===== config.mk =====
export PLATFORM = sky130hd
export DESIGN_NAME = imu_frame_deframer_crc16
export DESIGN_NICKNAME = d
export VERILOG_FILES = /design/src/hw/rtl/imufd_pkg.sv /design/src/hw/rtl/imu_frame_deframer_crc16.sv
export VERILOG_INCLUDE_DIRS = /design/src /design/src/hw/rtl
export SDC_FILE = /design/constraint.sdc
export NUM_CORES = 1
export LEC_CHECK = 0
export ABC_AREA = 1
export BUFFER_PORTS_ARGS = -buffer_cell sky130_fd_sc_hd__buf_2
export CAP_MARGIN = 20
export CORE_MARGIN = 2
export CORE_UTILIZATION = 57
export DETAILED_ROUTE_END_ITERATION = 10
export PLACE_DENSITY = 0.79
export SLEW_MARGIN = 15
export SYNTH_ARGS = -nofsm -noshare
export SYNTH_HDL_FRONTEND = slang
export SYNTH_SLANG_ARGS = --single-unit

===== constraint.sdc =====
create_clock -name clk -period 10.8 [get_ports clk]
set_input_delay 2.16 -clock clk [delete_from_list [all_inputs] [get_ports clk]]
set_output_delay 2.16 -clock clk [all_outputs]
set_load 0.03 [all_outputs]

===== src/hw/rtl/imu_frame_deframer_crc16_defines.svh =====
// Assertion macros for the IMU frame deframer.
// Used by imu_frame_deframer_crc16.sv; no other dependencies.
`ifndef IMU_FRAME_DEFRAMER_CRC16_DEFINES_SVH
`define IMU_FRAME_DEFRAMER_CRC16_DEFINES_SVH
`ifndef SYNTHESIS
// Same-cycle implication, checked at every rising edge outside reset.
`define IFD_ASSERT_IMPL(label, clk, rst_n, ante, cons) \
  label: assert property (@(posedge clk) disable iff (!rst_n) (ante) |-> (cons)) \
    else $error("deframer check failed");
// Next-cycle implication, checked at every rising edge outside reset.
`define IFD_ASSERT_NEXT(label, clk, rst_n, ante, cons) \
  label: assert property (@(posedge clk) disable iff (!rst_n) (ante) |=> (cons)) \
    else $error("deframer check failed");
`else
`define IFD_ASSERT_IMPL(label, clk, rst_n, ante, cons)
`define IFD_ASSERT_NEXT(label, clk, rst_n, ante, cons)
`endif
`endif


===== src/hw/rtl/imufd_pkg.sv =====
// Package for the IMU frame deframer: frame geometry, header codes,
// status codes and the CRC-16/CCITT byte update. No dependencies.
package imufd_pkg;

  localparam int unsigned FRAME_BYTES = 57;
  localparam int unsigned SUB_BYTES   = FRAME_BYTES / 3;
  localparam int unsigned CRC_SPAN    = 16;
  localparam int unsigned WORDS       = 9;
  localparam int unsigned POS_W       = $clog2(FRAME_BYTES);
  localparam int unsigned SUB_W       = $clog2(SUB_BYTES);
  localparam int unsigned WIDX_W      = $clog2(WORDS);

  localparam logic [7:0]  HDR_SYNC0   = 8'h55;
  localparam logic [7:0]  HDR_SYNC1   = 8'hAA;
  localparam logic [7:0]  HDR_TYPE    = 8'h01;
  localparam logic [7:0]  SLAVE_ID_RST = 8'hD8;
  localparam logic [15:0] CRC_INIT    = 16'hFFFF;
  localparam logic [15:0] CRC_POLY    = 16'h1021;

  typedef enum logic [1:0] {
    ST_OK      = 2'd0,
    ST_CRC_ERR = 2'd1,
    ST_HDR_ERR = 2'd2
  } status_t;

  // MSB-first CRC-16 update over one byte
  function automatic logic [15:0] crc_update(input logic [15:0] crc, input logic [7:0] b);
    logic [15:0] c;
    c = crc ^ {b, 8'h00};
    for (int k = 0; k < 8; k++) begin
      if (c[15]) begin
        c = {c[14:0], 1'b0} ^ CRC_POLY;
      end else begin
        c = {c[14:0], 1'b0};
      end
    end
    return c;
  endfunction

endpackage


===== src/hw/rtl/imu_frame_deframer_crc16.sv =====
// Results appear on the out_ port in the cycle after the completing byte. Throughput:
// one byte per cycle unless stalled; the byte path is one CRC-16 byte update and a
// register write, and the output register takes a new result while the last one drains.
// Reset: rst_n is synchronous, active low; it restarts framing, sets the running CRC to
// FFFF, the expected slave id to D8 and drops any pending result.
`include "imu_frame_deframer_crc16_defines.svh"

// Top level of the IMU frame deframer; uses imufd_pkg and the defines header.
module imu_frame_deframer_crc16
  import imufd_pkg::*;
(
  input  logic        clk,
  input  logic        rst_n,
  input  logic        cfg_valid,
  output logic        cfg_ready,
  input  logic [7:0]  cfg_expected_slave_id,
  input  logic        in_valid,
  output logic        in_ready,
  input  logic [7:0]  in_rx_byte,
  output logic        out_valid,
  input  logic        out_ready,
  output logic [1:0]  out_status,
  output logic [31:0] out_accel_x,
  output logic [31:0] out_accel_y,
  output logic [31:0] out_accel_z,
  output logic [31:0] out_rate_x,
  output logic [31:0] out_rate_y,
  output logic [31:0] out_rate_z,
  output logic [31:0] out_roll_word,
  output logic [31:0] out_pitch_word,
  output logic [31:0] out_yaw_word
);

  // Framing state: position in the frame, subframe index and position in the subframe
  logic [POS_W-1:0]  pos_r,    pos_nxt;
  logic [1:0]        sub_r,    sub_nxt;
  logic [SUB_W-1:0]  subpos_r, subpos_nxt;
  logic [15:0]       crc_r,    crc_nxt;
  logic [7:0]        crc_low_r, crc_low_nxt;
  logic              fail_r,   fail_nxt;
  logic [7:0]        slave_id_r;

  // Captured header bytes and data words (written before every read in a frame)
  logic [7:0]        hdr_r [3];
  logic [31:0]       data_r [WORDS];

  // Result register
  logic              out_valid_r;
  status_t           status_r;
  logic [31:0]       word_r [WORDS];

  logic              in_acc;
  logic              wrap;
  logic [1:0]        sub_cur;
  logic [SUB_W-1:0]  subpos_cur;
  logic [POS_W-1:0]  pos_cur;
  logic [15:0]       crc_base;
  logic              hdr_bad;
  logic              last_byte;
  logic              in_data;
  logic [SUB_W-1:0]  data_off;
  logic [WIDX_W-1:0] widx;
  logic [1:0]        lane;
  logic              emit;
  status_t           status_nxt;

  assign cfg_ready = 1'b1;
  // Take a byte whenever the result register is free or draining this cycle
  assign in_ready  = !out_valid_r || out_ready;
  assign in_acc    = in_valid && in_ready;

  // Treat an out-of-range position as the start of a new frame
  assign wrap       = (pos_r >= POS_W'(FRAME_BYTES));
  assign pos_cur    = wrap ? '0 : pos_r;
  assign sub_cur    = wrap ? '0 : sub_r;
  assign subpos_cur = wrap ? '0 : subpos_r;

  // Header group check on the fourth byte of the frame
  assign hdr_bad = (pos_cur == POS_W'(3)) &&
                   ((hdr_r[0] != HDR_SYNC0) || (hdr_r[1] != HDR_SYNC1) ||
                    (hdr_r[2] != slave_id_r) || (in_rx_byte != HDR_TYPE));
  assign last_byte = (pos_cur == POS_W'(FRAME_BYTES - 1));
  assign emit      = hdr_bad || last_byte;

  // Data byte placement: twelve bytes after the subframe header, little-endian words
  assign in_data  = (subpos_cur >= SUB_W'(4)) && (subpos_cur < SUB_W'(CRC_SPAN));
  assign data_off = subpos_cur - SUB_W'(4);
  assign widx     = WIDX_W'({2'b00, sub_cur} * 4'd3) + WIDX_W'(data_off[3:2]);
  assign lane     = data_off[1:0];

  always_comb begin
    // Restart the CRC at each subframe start, fold in the covered bytes
    crc_base    = (subpos_cur == '0) ? CRC_INIT : crc_r;
    crc_nxt     = (subpos_cur < SUB_W'(CRC_SPAN)) ? crc_update(crc_base, in_rx_byte) : crc_base;
    crc_low_nxt = (subpos_cur == SUB_W'(CRC_SPAN)) ? in_rx_byte : crc_low_r;
    fail_nxt    = fail_r;
    if ((subpos_cur == SUB_W'(CRC_SPAN + 1)) && ({in_rx_byte, crc_low_r} != crc_r)) begin
      fail_nxt = 1'b1;
    end

    if (subpos_cur == SUB_W'(SUB_BYTES - 1)) begin
      subpos_nxt = '0;
      sub_nxt    = sub_cur + 2'd1;
    end else begin
      subpos_nxt = subpos_cur + SUB_W'(1);
      sub_nxt    = sub_cur;
    end
    pos_nxt = pos_cur + POS_W'(1);

    if (hdr_bad) begin
      status_nxt = ST_HDR_ERR;
    end else if (fail_nxt) begin
      status_nxt = ST_CRC_ERR;
    end else begin
      status_nxt = ST_OK;
    end

    // Drop back to the frame start after any result
    if (emit) begin
      pos_nxt     = '0;
      sub_nxt     = '0;
      subpos_nxt  = '0;
      crc_nxt     = CRC_INIT;
      crc_low_nxt = '0;
      fail_nxt    = 1'b0;
    end
  end

  // Control state
  always_ff @(posedge clk) begin
    if (!rst_n) begin
      pos_r       <= '0;
      sub_r       <= '0;
      subpos_r    <= '0;
      crc_r       <= CRC_INIT;
      crc_low_r   <= '0;
      fail_r      <= 1'b0;
      slave_id_r  <= SLAVE_ID_RST;
      out_valid_r <= 1'b0;
    end else begin
      if (cfg_valid && cfg_ready) begin
        slave_id_r <= cfg_expected_slave_id;
      end
      if (in_acc) begin
        pos_r     <= pos_nxt;
        sub_r     <= sub_nxt;
        subpos_r  <= subpos_nxt;
        crc_r     <= crc_nxt;
        crc_low_r <= crc_low_nxt;
        fail_r    <= fail_nxt;
      end
      // Hold a pending result until out_ready takes it
      if (in_acc && emit) begin
        out_valid_r <= 1'b1;
      end else if (out_ready) begin
        out_valid_r <= 1'b0;
      end
    end
  end

  // Payload: captured bytes and the result words
  always_ff @(posedge clk) begin
    if (in_acc) begin
      if (pos_cur < POS_W'(3)) begin
        hdr_r[pos_cur[1:0]] <= in_rx_byte;
      end
      if (in_data && !hdr_bad) begin
        data_r[widx][{lane, 3'b000} +: 8] <= in_rx_byte;
      end
      if (emit) begin
        status_r <= status_nxt;
        for (int i = 0; i < WORDS; i++) begin
          word_r[i] <= (status_nxt == ST_OK) ? data_r[i] : 32'h0;
        end
      end
    end
  end

  assign out_valid      = out_valid_r;
  assign out_status     = status_r;
  assign out_accel_x    = word_r[0];
  assign out_accel_y    = word_r[1];
  assign out_accel_z    = word_r[2];
  assign out_rate_x     = word_r[3];
  assign out_rate_y     = word_r[4];
  assign out_rate_z     = word_r[5];
  assign out_roll_word  = word_r[6];
  assign out_pitch_word = word_r[7];
  assign out_yaw_word   = word_r[8];

  // The frame counter never leaves the frame
  `IFD_ASSERT_IMPL(a_pos_range, clk, rst_n, 1'b1, pos_r < POS_W'(FRAME_BYTES))
  // The subframe position and subframe index stay in range
  `IFD_ASSERT_IMPL(a_sub_range, clk, rst_n, 1'b1, subpos_r < SUB_W'(SUB_BYTES) && sub_r != 2'd3)
  // The closing byte of a frame always yields a pending result
  `IFD_ASSERT_NEXT(a_last_emits, clk, rst_n, in_valid && in_ready && pos_r == POS_W'(FRAME_BYTES - 1), out_valid)
  // Error results carry zero data in the checked words, accel_x and yaw_word
  `IFD_ASSERT_IMPL(a_err_zero, clk, rst_n, out_valid && out_status != ST_OK, out_accel_x == 32'h0 && out_yaw_word == 32'h0)

endmodule

* Word level (Yosys, flattened, before mapping)
Memories as Yosys holds them, arrays and structs flattened.
Cells that the tools add are included.
** Word-level totals
- Flip-flop bits (word level) :: 49
- Bits in writable memories :: 600
- Output and inout port bits :: 293
- Memories kept :: 3
** Operators by class
- Add/subtract/negate cells :: 6
- $mul :: 1
- Magnitude comparators :: 4
- Eq/ne operators :: 10
- Shifts and indexed selects :: 2
- Mux-type cells :: 45
- Bitwise logic cells :: 9
- Reduce and logical (&&, ||, !) cells :: 19
** Memories
- data_r :: words 9, bits a word 32, read ports 9, clocked after memory_dff 0, wr ports 1, RTL line imu_frame_deframer_crc16.sv:45 : logic [31:0] data_r [WORDS];
- word_r :: words 9, bits a word 32, read ports 9, clocked after memory_dff 0, wr ports 9, RTL line imu_frame_deframer_crc16.sv:50 : logic [31:0] word_r [WORDS];
- hdr_r :: words 3, bits a word 8, read ports 3, clocked after memory_dff 0, wr ports 1, RTL line imu_frame_deframer_crc16.sv:44 : logic [7:0] hdr_r [3];
** Operators by type and width (count)
- $mux W32 :: 10
- $mux W13 :: 8
- $mux W16 :: 3
- $shift A8 B7 Y32 const A :: 1
- $shiftx A8 B7 Y32 :: 1
- $not A3 Y3 :: 8
- $mux W8 :: 2
- $ne A16 B16 Y1 :: 1
- $xor A16 B16 Y16 :: 1
- $eq A5 B5 Y1 const B :: 3
- $mux W5 :: 3
- $mux W1 :: 13
- $mux W6 :: 2
- $mux W2 :: 4
- $ne A8 B1 Y1 const B :: 1
- $ne A8 B7 Y1 const B :: 1
- $ne A8 B8 Y1 :: 1
- $ne A8 B8 Y1 const B :: 1
- $neg A5 Y7 :: 1
- $add A6 B1 Y6 const B :: 1
- $eq A6 B2 Y1 const B :: 1
- $eq A6 B6 Y1 const B :: 1
- $ge A6 B6 Y1 const B :: 1
- $logic_and A1 B1 Y1 :: 6
- 14 further kinds :: 21

* Depth between registers and ports, before layout
Gate-level depths: netlist (run 1).
- Word-level depth :: 23
- Gate-level depth with buffers :: 22
- Mapped depth without buffers :: 20

* Worst setup path before layout (run 1)
Ideal clock, no wire load.
- Path type :: input to register
- Start point :: in out_ready
- End point :: reg status_r[0], in the netlist out_status[0] (enable)
- Library setup time :: 0.641 ns
- Data arrival time :: 8.535 ns
- Required time :: 10.159 ns
- Path slack :: 1.624 ns
- Stages :: 6
- Buffers on the path :: 0
- Cells stage by stage :: inv_1 nand2_1 nand2_1 inv_1 nand2_1 inv_1
** Between the ends
- Cells in the longest elaborated chain, start to end :: 3
** Ends and longest elaborated chain
- start, declared :: RTL line imu_frame_deframer_crc16.sv:21 : input logic out_ready,
- $logic_or A1 B1 Y1 :: RTL line imu_frame_deframer_crc16.sv:69 : assign in_ready = !out_valid_r || out_ready;
- named net in_ready :: RTL line imu_frame_deframer_crc16.sv:18 : output logic in_ready,
- $logic_and A1 B1 Y1 :: RTL line imu_frame_deframer_crc16.sv:70 : assign in_acc = in_valid && in_ready;
- $reduce_and A2 Y1 (no source line)
- end signal, assigned :: RTL line imu_frame_deframer_crc16.sv:171 : status_r <= status_nxt;
- end, declared :: RTL line imu_frame_deframer_crc16.sv:49 : status_t status_r;
The timed path passes the listed nets, and every way through them passes these cells.
A chain may end at the register's enable or synchronous reset.

==> results.md, run 1 <==
- Status: completed
- Detailed Route WL: 55.06 mm
- HP Class: flip-flop to flip-flop
- Clock sink count: 649
- Root Buffer: clkbuf_16
- Core ar.: 41,950 um^2
- Synth Area per Inst: 13.06 um^2
- Initial antenna violation count: 0
- Total Routing Usage GR: 24.77%
- Die area: 44,160 um^2
- Remaining antenna violation count: 0
- Critical Path AT: 5.24 ns
- Most common cell after layout, fill and taps aside: edfxtp_1
- Post-CTS sizing: 0
- Avg WL per Cell: 19.76 um
- Reg2reg path depth: 14
- Crit path time final: 5.022 ns
- CP most frequent cell: nand2_1
- Max-Cap Viols: 0
- Highest metal used: met4
- Max Slew Vio Count: 0
- Fillers: 2,809
- Vias in the first global route: 14,040
- Met1 WL: 20.90 mm
- Setup crit end kind: flip-flop
- F_max: 0.1991 GHz
- TNS Setup: 0 ns
- Most frequent cells in the layout: edfxtp_1 (602), nor2_1 (384), inv_1 (359), buf_2 (312), nand2_1 (170)
- Dpl cells: 2,672
- Final Setup Violations: 0
- Setup Skew: 0.02546 ns
- Floorplan row count: 75
- Vias per cell: 5.225
- Die Wd: 210.1 um
- Nets: 2,235
- Hold buffers post-CTS: 0
- CTS H-tree lvls: 2
- DRT Pass-1 Iters: 5
- Worst Tran Pin Value: 1.146 ns
- Hold path cells: 2
- Largest net degree at the start of global routing: 183
- ANT cells: 0
- Initial core utilization: 57.74%
- Unique masters post-synth: 31
- Syn. warnings: 0
- Buffers on Ports: 312
- DIE HEIGHT: 210.1 um
- WL met3: 4.443 mm
- Final instance area: 28,380 um^2
- Syn-to-layout area delta: 17.17%
- Part of the Yosys area used for sequential elements: 78.52%
- Clock slew at reported path FFs: 0.06 ns
- Slowest CP cell: inv_1
- Overflow after GRT: 0
- Worst Setup Start Kind: primary input
- Share of cells above drive strength 1: 19.31%
- Mapped Cells: 1,855
- Routability Congestion: 0.9359
- Fin. Hold Viols: 0
- WP buf/inv: 6
- Global-route wire length before repair: 80.77 mm
- RSZ-0062 raised after global routing: false
- Fin Hold WS: 0.4666 ns
- DP Wirelength: 36.28 mm
- Max IR drop VDD: 0.1390 mV
- Total Power: 0.005085 W
- CP Depth: 9
- Syn nets: 1,893
- CP Data Required Time: 11.02 ns
- Fin cells: 2,786
- Routed wl met2: 27.65 mm
- CTS tree: yes
- Clk Latency, worst-skew pair: 0.62 ns
- Top Ports: 314
- PD cells: 179.2 nW/um^2
- Crit path kind: primary input to flip-flop
- Cell breakdown of the critical path: buf_2, inv_1, nand2_1, nand2_1, buf_4, inv_1, nand2_1, inv_8, buf_12
- Via count: 14,560
- Critical Path Fanout Max: 182
- Maximum clock insertion buffer count: 3
- Top Family by Delay on Critical Path: buffers and inverters
- # Post-CTS Setup Buffers: 0
- Post-DP Area: 26,320 um^2
- Max incr delay on CP: 0.64 ns
- Number of synthesized register bits: 649
- Period utilization: 46.50%
- DRC: 0
- CTS Buf Count: 60
- Worst rel slew slack: 23.29%
- Initial DRC Count: 1,597
- P_leak: 11.75 nW
- Mapped Area: 24,220 um^2
==> cell usage after synthesis (all sizes together) <==
master | instances | area share, %
ha | 15 | 0.77
inv | 364 | 5.6
o2111a | 1 | 0.046
o2111ai | 1 | 0.036
xor2 | 5 | 0.18
nor2 | 385 | 6.0
nor3 | 21 | 0.43
nand3b | 3 | 0.093
buf | 39 | 1.1
xnor2 | 14 | 0.51
o21ai | 21 | 0.43
clkbuf | 12 | 0.19
nand3 | 87 | 1.8
dfxtp | 47 | 3.9
a21oi | 47 | 0.97
fa | 2 | 0.17
nand4 | 5 | 0.13
edfxtp | 602 | 75
nand2 | 174 | 2.7
nor4 | 1 | 0.026
conb | 1 | 0.015
o211ai | 4 | 0.12
or2 | 4 | 0.10
==> routing by layer <==
layer	GRT usage [%]	up-vias
met1	31.89	7031
met3	4.872	133
li1	-	6737
met2	41.71	657
met5	0	-
met4	10.22	0
==> registers in the layout, summed over array words and instances (netlist names), 5 cells and up <==
register	count
crc_r	16
subpos_r	5
slave_id_r	8
word_r	288
hdr_r	24
data_r	288
pos_r	6
crc_low_r	8
==> layout make-up <==
class	instances	area (um^2)	area share, %
Clock buffer	81	1653	5.824
Clock inverter	31	352.8	1.243
Inverter	364	1374	4.841
Multi-Input combinational cell	791	3552	12.52
Sequential cell	649	19020	67.01
Tap cell	539	674.4	2.376
Timing Repair Buffer	331	1757	6.190
==> cells by family after synthesis <==
kind of cell	Yosys count	synth area share (%)
AND/OR/NAND/NOR	680	11.32
flip-flops	649	78.52
buffers and inverters	415	6.911
AO/OA/AOI/OAI	74	1.612
XOR/XNOR	19	0.6870
adder cells (fa/ha/maj)	17	0.9401
other	1	0.01548
==> report_power, final <==
group	leakage, nW	internal, W	switching (W)
Clock	0.977	0.00124	0.000901
Combinational	5.16	0.0000479	0.000133
Sequential	5.61	0.00275	0.0000131
Total	11.7	0.00404	0.00105
==> stage by stage <==
step	utilization, %	setup WS, ns
2_1_floorplan	-	1.624
3_3_place_gp	62.74	5.267
3_5_place_dp	62.75	5.180
4_1_cts	67.53	5.811
5_1_grt	67.66	5.511
6_report	67.66	5.778
==> final timing paths <==
kind / from / end / slack, ns
max: out_ready / word_r[0][286]$_SDFFCE_PP0P_ / 5.78
min reg2reg: sub_r[0]$_SDFFE_PN0P_ / sub_r[0]$_SDFFE_PN0P_ / 0.47
max reg2reg: pos_r[0]$_SDFFE_PN0P_ / data_r[7][2]$_DFFE_PP_ / 6.07
min: sub_r[0]$_SDFFE_PN0P_ / sub_r[0]$_SDFFE_PN0P_ / 0.47
==> tightest hold or removal path, stage by stage, from the launching register on <==
cell,delay [ns]
dfxtp_1,0.31
nand2_1,0.06
a21oi_1,0.05
Power figures use the tool's default switching activity.
==> run 2, diff against run 1 <==
--- a/config.mk
+++ b/config.mk
@@ -10,9 +10,9 @@
 export BUFFER_PORTS_ARGS = -buffer_cell sky130_fd_sc_hd__buf_2
 export CAP_MARGIN = 20
 export CORE_MARGIN = 2
-export CORE_UTILIZATION = 57
+export CORE_UTILIZATION = 52
 export DETAILED_ROUTE_END_ITERATION = 10
-export PLACE_DENSITY = 0.79
+export PLACE_DENSITY = 0.76
 export SLEW_MARGIN = 15
 export SYNTH_ARGS = -nofsm -noshare
 export SYNTH_HDL_FRONTEND = slang
==> constraint.sdc (replaced) <==
create_clock -name clk -period 4.45 [get_ports clk]
set_input_delay 0.89 -clock clk [delete_from_list [all_inputs] [get_ports clk]]
set_output_delay 0.89 -clock clk [all_outputs]
set_load 0.03 [all_outputs]
==> results.md, run 2 (same netlist as run 1, synthesis figures left out) <==
- Reg2reg path depth: 14 (unchanged)
- DRC: 0 (unchanged)
- P_leak: 11.88 nW (was 11.75 nW)
- Root Buffer: clkbuf_16 (unchanged)
- Crit path time final: 4.112 ns
- R2r endpoint: data_r[2][6]$_DFFE_PP_ (was data_r[7][2]$_DFFE_PP_)
- Avg WL per Cell: 19.39 um (was 19.76 um)
- Status: completed (unchanged)
- Most common cell after layout, fill and taps aside: edfxtp_1 (unchanged)
- CTS H-tree lvls: 2 (unchanged)
- Initial core utilization: 52.36% (was 57.74%)
- Post-CTS sizing: 0 (unchanged)
- DIE HEIGHT: 219.8 um (was 210.1 um)
- Clock slew at reported path FFs: 0.06 ns (about the same)
- RSZ-0062 raised after global routing: false (unchanged)
- R2r setup slk: 0.34 ns (was 6.07 ns)
- Routability Congestion: 0.9206 (was 0.9359)
- Top Ports: 314 (unchanged)
- R2R Path Start: pos_r[0]$_SDFFE_PN0P_ (unchanged)
- Clock sink count: 649 (unchanged)
- Die area: 48,320 um^2 (was 44,160 um^2)
- Final Setup Violations: 0 (unchanged)
- Hold buffers post-CTS: 0 (unchanged)
- Hold path cells: 2 (unchanged)
- ANT cells: 0 (unchanged)
- Final core utilization: 61.84% (was 67.66%)
- Via count: 14,710 (was 14,560)
- Period utilization: 92.40%
- Critical Path AT: 4.36 ns (was 5.24 ns)
- Detailed Route WL: 56.05 mm (was 55.06 mm)
- CP Data Required Time: 4.70 ns (was 11.02 ns)
- Clk Latency, worst-skew pair: 0.62 ns (about the same)
- Worst Setup Start Kind: flip-flop (was primary input)
- Top Family by Delay on Critical Path: simple AND/OR/NAND/NOR gates (was buffers and inverters)
- CP most frequent cell: nand2_1 (unchanged)
- Most frequent cells in the layout: edfxtp_1 (602), nor2_1 (383), inv_1 (357), buf_2 (312), nand2_1 (168) (was edfxtp_1 (602), nor2_1 (384), inv_1 (359), buf_2 (312), nand2_1 (170))
- Final Worst Setup Slack: 0.3384 ns (was 5.778 ns)
- HP Class: flip-flop to flip-flop (unchanged)
- Remaining antenna violation count: 0 (unchanged)
- Worst hold start: sub_r[1]$_SDFFE_PN0P_ (was sub_r[0]$_SDFFE_PN0P_)
- Worst rel slew slack: 27.86% (was 23.29%)
- Slowest CP cell: nor2_1 (was inv_1)
- Max Slew Vio Count: 0 (unchanged)
- Largest net degree at the start of global routing: 66 (was 183)
- PD cells: 416.6 nW/um^2 (was 179.2 nW/um^2)
- Overflow after GRT: 0 (unchanged)
- Endpoint of the worst hold path: sub_r[1]$_SDFFE_PN0P_ (was sub_r[0]$_SDFFE_PN0P_)
- Cell breakdown of the critical path: nor2_1, nand2_1, nand2_1, nand2_1, ha_1, fa_1, inv_1, ha_1, inv_1, fa_1, nand2_1, inv_1, nand3_1, nor2_1 (was buf_2, inv_1, nand2_1, nand2_1, buf_4, inv_1, nand2_1, inv_8, buf_12)
- Syn-to-layout area delta: 18.09% (was 17.17%)
- Maximum clock insertion buffer count: 3 (unchanged)
- Vias per cell: 5.088 (was 5.225)
- Initial antenna violation count: 1 (was 0)
- Critical Path Fanout Max: 12 (was 182)
- Buffers on Ports: 312 (unchanged)
- Die Wd: 219.8 um (was 210.1 um)
- CTS Buf Count: 59 (was 60)
- F_max: 0.2432 GHz
- Setup crit end kind: flip-flop (unchanged)
- Max incr delay on CP: 0.61 ns (was 0.64 ns)
- Setup Skew: 0.01983 ns (was 0.02546 ns)
- Crit path kind: flip-flop to flip-flop (was primary input to flip-flop)
- # Post-CTS Setup Buffers: 0 (unchanged)
- Global-route wire length before repair: 82.86 mm (was 80.77 mm)
- Worst Tran Pin Value: 1.081 ns (was 1.146 ns)
- Share of cells above drive strength 1: 20.93% (was 19.31%)
- Max IR drop VDD: 0.3167 mV (was 0.1390 mV)
- CTS tree: yes (unchanged)
- Max-Cap Viols: 0 (unchanged)
- Total Routing Usage GR: 23.15% (was 24.77%)
- WP buf/inv: 3 (was 6)
- Core ar.: 46,260 um^2 (was 41,950 um^2)
- DP Wirelength: 39.17 mm (was 36.28 mm)
- Vias in the first global route: 14,300 (was 14,040)
- Fin. Hold Viols: 0 (unchanged)
- DRT Pass-1 Iters: 6 (was 5)
- Setup WS pre-CTS: 0.3937 ns (was 5.180 ns)
- Floorplan row count: 79 (was 75)
- Fillers: 3,433 (was 2,809)
- Initial DRC Count: 1,507 (was 1,597)
- Nets: 2,274 (was 2,235)
==> run 2: metal layers <==
layer  vias up  GRT usage (%)  part of all wire [%]
li1       6814              -                     -
met3        89          3.768                   7.6
met2       637          38.31                    49
met4         0          8.345                   3.1
met5         -              0                     0
met1      7168          31.25                    40
==> run 2: power breakdown <==
part	switching (W)	internal, W
clock network	0.00213	0.00264
logic	0.000324	0.000120
registers	0.0000316	0.00667
total	0.00249	0.00943
==> run 2: worst max-delay path by stage <==
stage,start,endpoint,cells after the start
after global routing,pos_r[0]$_SDFFE_PN0P_,data_r[7][0]$_DFFE_PP_,15
after CTS,pos_r[0]$_SDFFE_PN0P_,data_r[2][6]$_DFFE_PP_,14
after floorplan,in_rx_byte[0],out_status[0]$_DFFE_PP_,10
after detailed placement,pos_r[0]$_SDFFE_PN0P_,data_r[2][6]$_DFFE_PP_,14
after global placement,pos_r[0]$_SDFFE_PN0P_,data_r[2][5]$_DFFE_PP_,14
final,pos_r[0]$_SDFFE_PN0P_,data_r[2][6]$_DFFE_PP_,14
==> run 2: stage by stage <==
stage,area (um^2),hold WS (ns),std cells,total power [W],TNS [ns]
after global placement,26770,0.4524,2782,0.007265,0
after floorplan,24270,0.4409,1855,0.007107,-560.61
after CTS,28600,0.4655,2891,0.01199,0
final,28600,0.4675,2891,0.01192,0
after global routing,28600,0.4819,2891,0.01228,0
after detailed placement,26770,0.4562,2782,0.007273,0
==> run 2: area by class of cell <==
class,count,area [um^2],share of cell area (%)
clock buffer,74,1584,5.538
tap,607,759.5,2.655
clock inverter,35,246.5,0.8617
timing repair buffer,371,2067,7.226
inverter,364,1370,4.790
sequential,649,19020,66.49
multi-input combinational,791,3560,12.44
==> run 2: worst min-delay path: cells and delay by family, from the launching register on <==
kind,cells,cell delay (ns)
flip-flops,1,0.31
AO/OA/AOI/OAI,1,0.05
AND/OR/NAND/NOR,1,0.06
